**src/hdl/dmpid_pkg.sv**
```systemverilog
package dmpid_pkg;

  // field widths of the words and registers
  localparam int unsigned ADC_W      = 10;
  localparam int unsigned IDX_W      = 4;
  localparam int unsigned DUTY_W     = 8;
  localparam int unsigned GAIN_W     = 16;
  localparam int unsigned TIMEOUT_W  = 16;
  localparam int unsigned BAND_W     = 10;
  localparam int unsigned CFG_DATA_W = 16;
  localparam int unsigned CFG_IDX_W  = 3;

  // number of valid position numbers for a go-to
  localparam int unsigned POSITION_COUNT = 16;

  // internal arithmetic widths
  localparam int unsigned ERR_W    = ADC_W + 1;
  localparam int unsigned DERR_W   = ERR_W + 1;
  localparam int unsigned PPROD_W  = GAIN_W + ERR_W;
  localparam int unsigned DPROD_W  = GAIN_W + DERR_W;
  // |gain_d * derr| < 2^15 * 2^(DERR_W-1)
  localparam int unsigned DMAG_W   = (GAIN_W - 1) + (DERR_W - 1);
  localparam int unsigned INTEG_W  = 32;
  // gain fraction of 1024 and duty scaling are both a 10 bit shift
  localparam int unsigned FRAC_SH  = 10;
  localparam int unsigned DUTY_SH  = 10;

  // register reset values
  localparam logic [TIMEOUT_W-1:0] TIMEOUT_RST = '1;
  localparam logic [BAND_W-1:0]    BAND_RST    = BAND_W'(4);

  // opcodes
  localparam logic OP_TICK = 1'b0;
  localparam logic OP_GOTO = 1'b1;

  // configuration register indexes
  typedef enum logic [CFG_IDX_W-1:0] {
    REG_GAIN_P,
    REG_GAIN_I,
    REG_GAIN_D,
    REG_MAX_DUTY0,
    REG_MAX_DUTY1,
    REG_TIMEOUT,
    REG_ARRIVE_BAND
  } cfg_reg_t;

  typedef struct packed {
    logic              opcode;
    logic [ADC_W-1:0]  adc_sample;
    logic [ADC_W-1:0]  target_position;
    logic [IDX_W-1:0]  target_index;
  } in_word_t;

  typedef struct packed {
    logic              direction;
    logic [DUTY_W-1:0] duty;
    logic              arrived;
    logic [IDX_W-1:0]  arrived_index;
  } out_word_t;

  // per-tick sideband carried down the pipeline
  typedef struct packed {
    logic signed [ERR_W-1:0] err;
    logic                    arrived;
    logic [IDX_W-1:0]        idx;
  } side_t;

  // duty limits and integral gain sign seen by the drive loop
  typedef struct packed {
    logic              ki_pos;
    logic [DUTY_W-1:0] max_duty0;
    logic [DUTY_W-1:0] max_duty1;
  } duty_lim_t;

endpackage

```
**src/hdl/dmpid_ddiv.sv**
```systemverilog
module dmpid_ddiv #(
  parameter int unsigned TICK_PERIOD_MS = 10,
  parameter int unsigned DQ_W           = 33
) (
  input  logic                                  clk,
  input  logic                                  en_pp,
  input  logic                                  en_q,
  input  logic signed [dmpid_pkg::DPROD_W-1:0]  prod,
  output logic                                  neg,
  output logic [DQ_W-1:0]                       quot
);
  import dmpid_pkg::*;

  // floor(|prod| * 1024 / T) as one reciprocal multiply
  localparam int unsigned NUM_W = DMAG_W + FRAC_SH;
  localparam int unsigned LOG_T = $clog2(TICK_PERIOD_MS);
  localparam int unsigned RSH   = NUM_W + LOG_T;
  localparam longint unsigned RECIP =
    ((64'd1 << RSH) + 64'(TICK_PERIOD_MS) - 64'd1) / 64'(TICK_PERIOD_MS);
  localparam int unsigned M_W    = NUM_W + 1;
  localparam int unsigned LO_W   = (M_W + 1) / 2;
  localparam int unsigned HI_W   = M_W - LO_W;
  localparam int unsigned FULL_W = DMAG_W + M_W;
  localparam int unsigned QSH    = RSH - FRAC_SH;
  localparam logic [M_W-1:0] M   = M_W'(RECIP);

  logic [DPROD_W-1:0]     prod_abs;
  logic [DMAG_W-1:0]      mag;
  logic [DMAG_W+LO_W-1:0] pp_lo_r;
  logic [DMAG_W+HI_W-1:0] pp_hi_r;
  logic                   neg_pp_r;
  logic [FULL_W-1:0]      full;
  logic [DQ_W-1:0]        quot_r;
  logic                   neg_r;

  // magnitude of the derivative product
  assign prod_abs = prod[DPROD_W-1] ? (~$unsigned(prod) + 1'b1) : $unsigned(prod);
  assign mag      = prod_abs[DMAG_W-1:0];

  // partial products of the reciprocal multiply
  always_ff @(posedge clk) begin
    if (en_pp) begin
      pp_lo_r  <= mag * M[LO_W-1:0];
      pp_hi_r  <= mag * M[M_W-1:LO_W];
      neg_pp_r <= prod[DPROD_W-1];
    end
  end

  // combine and shift down to the quotient
  assign full = (FULL_W'(pp_hi_r) << LO_W) + FULL_W'(pp_lo_r);

  always_ff @(posedge clk) begin
    if (en_q) begin
      quot_r <= full[QSH +: DQ_W];
      neg_r  <= neg_pp_r;
    end
  end

  assign quot = quot_r;
  assign neg  = neg_r;

endmodule

```
**config.mk**
```make
export PLATFORM = sky130hd
export DESIGN_NAME = dmpid_ddiv
export DESIGN_NICKNAME = d
export VERILOG_FILES = /design/src/hdl/dmpid_pkg.sv /design/src/hdl/dmpid_ddiv.sv
export SDC_FILE = /design/constraint.sdc
export NUM_CORES = 1
export LEC_CHECK = 0
export ABC_AREA = 1
export BUFFER_PORTS_ARGS = -buffer_cell sky130_fd_sc_hd__clkbuf_2
export CAP_MARGIN = 20
export CORE_ASPECT_RATIO = 1.2
export CORE_MARGIN = 10
export CORE_UTILIZATION = 32
export DETAILED_ROUTE_END_ITERATION = 12
export PLACE_DENSITY_LB_ADDON = 0.3
export SLEW_MARGIN = 15
export SYNTH_ARGS = -nofsm -noshare
export SYNTH_HDL_FRONTEND = slang
export SYNTH_SLANG_ARGS = --single-unit
```
**constraint.sdc**
```tcl
create_clock -name clk -period 7.1 [get_ports clk]
set_input_delay 1.065 -clock clk [delete_from_list [all_inputs] [get_ports clk]]
set_output_delay 1.065 -clock clk [all_outputs]
set_load 0.01 [all_outputs]
```
==> parameters.txt <==
Parameter                              Value

Clock network
  Clock tree from TritonCTS    yes
  Buffer cell driving the clock tree root    sky130_fd_sc_hd__clkbuf_16
  Num Clock Sinks    103
  CTS Buf Count    9
  CTS clock-pin slew for the worst setup and hold paths    70 ps
  Clock latency on the worst-skew pair    360 ps
  Buffers from clock root to sink, at most    2
  Number of buffers inserted by hold repair at cts    0
  CTS H-tree lvls    3

Finish
  Area used by sequential logic in the layout    3093 um2
  Post-route core utilization    42.24%
  Total of fill cells in the finished design    5,785
  Number of nets in the layout    3,230
  Multi-input gate area    14,360 um2
  Fraction of layout cells with a size suffix above 1    26.91%
  Area Growth Syn to Fin    30.34%

STA
  Worst max-slew margin expressed relative to the limit    43.88%
  Hold violation count in the final report    0
  Max-slew violation count    0
  Final worst-path cycle share    98.00%
  Clock tree skew after final layout    11.83 ps
  Setup repair after global routing missed its margin    true
  Post-route minimum period    6958 ps
  Setup_tns    0 ps
  Total of endpoints with negative setup slack in the final report    0
  Slew at the pin closest to its max-slew limit    841.8 ps
  Max frequency    143.7 MHz

Worst setup path
  Internal reg-to-reg setup slack    4410 ps
  Critical path startpoint category    primary input
  Required time reported for the critical path endpoint    7190 ps
  Worst path max stage delay    560 ps
  Worst-case reg-to-reg path depth    9
  Worst reg2reg endpoint    quot[29]
  Critical path data arrival time    7050 ps
  Type of destination of the critical path    register
  Reg2reg start    pp_lo_r[35]
  Biggest fanout along the worst timing path    4
  Worst path slowest cell    sky130_fd_sc_hd__fa_1
  Critical path class    primary input to register

GRT
  Overall routing resource usage    17.96%
  Via count of the first global-routing pass    17,210
  Overflow left after global routing    0
  Wire length of the first global-routing pass    94.13 mm
  Number of antenna violations at the first check in global routing    2
  Largest net degree at the start of global routing    70

Floorplan
  Number of placement rows    96
  Total Die Area    68,230 um2
  Floorplan die width    240.1 um
  Ports placed on the boundary    65
  Die Y    284.1 um
  Core region area    57,420 um2
  Initial Utilization    32.40%

Yosys
  Flip-flop cell with the highest count after synthesis    sky130_fd_sc_hd__edfxtp_1
  Yosys cell types    57
  Number of register bits inferred by synthesis    103
  Portion of synthesized cell area occupied by the leading cell type    23.99%
  Synthesized net count    2,762
  Post-synthesis instance area    18,610 um2
  Warning count from the yosys run    0
  Biggest area consumer among synthesized cells    sky130_fd_sc_hd__fa_1
  Post-Synthesis Cells    2,262
  Number of enable flip-flop cells after synthesis    103
  Average cell area after synthesis    8.225 um2
  Sequential-to-total area share from yosys stat    16.62%
  Leading post-synthesis cells by cell area    sky130_fd_sc_hd__fa_1 (24%), sky130_fd_sc_hd__edfxtp_1 (17%), sky130_fd_sc_hd__ha_1 (17%), sky130_fd_sc_hd__inv_1 (12%), sky130_fd_sc_hd__nand2_1 (7.5%)
  Fraction of synthesis flops using an asynchronous set or reset pin    0%

Detailed routing
  Routed vias/inst    4.631
  DR WL/cell    17.81 um
  Total via count after detailed routing    16,080
  Initial DRC Count    757
  Number of nets with antenna violations after detailed routing    0
  DR pass1 iterations    5
  DRC violations left    0
  Total routed wirelength    61.83 mm

Placement
  Number of port buffers    63
  RD Place Congestion    0.9904
  Estimated wirelength of the detail-placed design    56.06 mm

Worst hold path
  Startpoint of the lowest-slack hold path    neg_pp_r
  Classification of the worst-slack hold path    register to register
  Number of stages on the worst hold path    0
  Capture endpoint of the worst hold path    neg

Run
  Max-cap check violation count    0

Status
  Outcome    complete, no violations
## placed cells by master (no fill, tap or decap), types with 16 or more instances in the layout
| cell | netlist | layout |
|---|---|---|
| sky130_fd_sc_hd__inv_1 | 584 | 574 |
| sky130_fd_sc_hd__buf_4 | 1 | 391 |
| sky130_fd_sc_hd__nand2_1 | 372 | 355 |
| sky130_fd_sc_hd__fa_1 | 223 | 216 |
| sky130_fd_sc_hd__ha_1 | 246 | 211 |
| sky130_fd_sc_hd__nor2_1 | 168 | 136 |
| sky130_fd_sc_hd__edfxtp_1 | 103 | 103 |
| sky130_fd_sc_hd__a21oi_1 | 109 | 84 |
| sky130_fd_sc_hd__nand3_1 | 82 | 75 |
| sky130_fd_sc_hd__xor2_1 | 78 | 64 |
| sky130_fd_sc_hd__clkbuf_2 | 0 | 62 |
| sky130_fd_sc_hd__o21ai_0 | 63 | 38 |
| sky130_fd_sc_hd__nor2_2 | 8 | 31 |
| sky130_fd_sc_hd__nand2_2 | 16 | 30 |
| sky130_fd_sc_hd__ha_4 | 0 | 29 |
| sky130_fd_sc_hd__a21oi_2 | 4 | 27 |
| sky130_fd_sc_hd__o21ai_1 | 8 | 24 |
| sky130_fd_sc_hd__xnor2_1 | 28 | 23 |
| sky130_fd_sc_hd__inv_2 | 11 | 18 |
| sky130_fd_sc_hd__o21bai_1 | 20 | 18 |
| sky130_fd_sc_hd__nor3_1 | 22 | 17 |
| sky130_fd_sc_hd__nor2_4 | 7 | 16 |
## cell usage after synthesis, types with 2 or more instances
library cell                 n
sky130_fd_sc_hd__nor2_2      8
sky130_fd_sc_hd__nand3_1    82
sky130_fd_sc_hd__nor2_4      7
sky130_fd_sc_hd__o21ai_0    63
sky130_fd_sc_hd__nand3b_1    3
sky130_fd_sc_hd__a31o_2      2
sky130_fd_sc_hd__nand2_2    16
sky130_fd_sc_hd__a21oi_2     4
sky130_fd_sc_hd__o21ai_1     8
sky130_fd_sc_hd__o21a_1      5
sky130_fd_sc_hd__inv_2      11
sky130_fd_sc_hd__nor3_1     22
sky130_fd_sc_hd__and3_1      3
sky130_fd_sc_hd__o21bai_1   20
sky130_fd_sc_hd__a21boi_2    2
sky130_fd_sc_hd__nor4_1      8
sky130_fd_sc_hd__fa_1      223
sky130_fd_sc_hd__a21oi_1   109
sky130_fd_sc_hd__nand3_2     4
sky130_fd_sc_hd__xor2_1     78
sky130_fd_sc_hd__a31oi_1     9
sky130_fd_sc_hd__o21ai_2     5
sky130_fd_sc_hd__nand4_1    14
sky130_fd_sc_hd__nand2_4     2
sky130_fd_sc_hd__inv_1     584
sky130_fd_sc_hd__nand2_1   372
sky130_fd_sc_hd__o211ai_1    6
sky130_fd_sc_hd__edfxtp_1  103
sky130_fd_sc_hd__o21bai_2    2
sky130_fd_sc_hd__ha_1      246
sky130_fd_sc_hd__a21boi_0    5
sky130_fd_sc_hd__nor2_1    168
sky130_fd_sc_hd__a21o_1      9
sky130_fd_sc_hd__nor3_2      4
sky130_fd_sc_hd__o211ai_2    2
sky130_fd_sc_hd__xnor2_1    28
sky130_fd_sc_hd__o21ai_4     4
sky130_fd_sc_hd__a211oi_1    2
## through the flow
step           setup WS [ps]  area, um2  hold WS (ps)  cells
2_1_floorplan          274.5      18610         400.3   2262
3_3_place_gp          -541.0      22610         406.9   3426
3_5_place_dp          -604.5      22610         411.6   3426
4_1_cts               -3.638      23050         429.4   3448
5_1_grt               -72.59      24240         454.9   3470
6_report               141.9      24250         424.5   3472
## area by class of cell
type,count,share of cell area [%]
inverter,595,9.251
timing repair buffer,460,13.72
clock inverter,7,0.3199
tap,735,3.792
antenna,2,0.02064
clock buffer,9,0.9287
sequential,103,12.75
multi-input combinational,1561,59.21
## state kept, by name (all words and copies together), names as in the netlist
name and flops:
neg 1, pp_lo_r 24, pp_hi_r 44, quot 33, neg_pp_r 1
## what timing repair did
item	4_1_cts	5_1_grt
buffers inserted	6	22
gates resized for setup	22	223
pin swaps	10	79
gates cloned	0	0
setup endpoints to repair	36	49
## critical path: cells and delay by family
| family | cells | cell delay [ps] |
|---|---|---|
| buffers and inverters | 12 | 1180 |
| XOR/XNOR | 2 | 340 |
| adder cells (fa/ha/maj) | 7 | 2840 |
| AO/OA/AOI/OAI | 5 | 740 |
| AND/OR/NAND/NOR | 7 | 890 |
## worst max path at each step
stage                     startpoint          end  slack, ps  cells after the start
after CTS                    prod[0]  pp_hi_r[39]         -4                     31
after global routing         prod[4]  pp_hi_r[35]        -70                     31
after global placement       prod[0]  pp_lo_r[36]       -540                     30
final                        prod[4]  pp_lo_r[42]        140                     33
after detailed placement     prod[0]  pp_lo_r[36]       -600                     30
after floorplan              prod[0]  pp_hi_r[43]        270                     28
## per-layer routing
| layer | wire length, um | track usage, % | share of wire [%] | vias up |
|---|---|---|---|---|
| li1 | - | - | - | 7970 |
| met1 | 25490 | 20.47 | 41 | 7711 |
| met2 | 31440 | 32.94 | 51 | 288 |
| met3 | 1645 | 1.452 | 2.7 | 110 |
| met4 | 3249 | 8.757 | 5.3 | 0 |
| met5 | 0 | 0 | 0 | - |
## cells by family (layout without fill, tap and decap cells)
logic type               count (synthesis)  count (layout)  synth area share [%]
XOR/XNOR                               109             109                 5.313
adder cells (fa/ha/maj)                469             469                 40.54
AND/OR/NAND/NOR                        720             720                 16.79
buffers and inverters                  598            1071                 12.09
other                                    0               2                     0
AO/OA/AOI/OAI                          263             263                 8.648
flip-flops                             103             103                 16.62
Power is not shown: default switching activity piles up to over one toggle a cycle in this logic, so the estimate is an artifact.
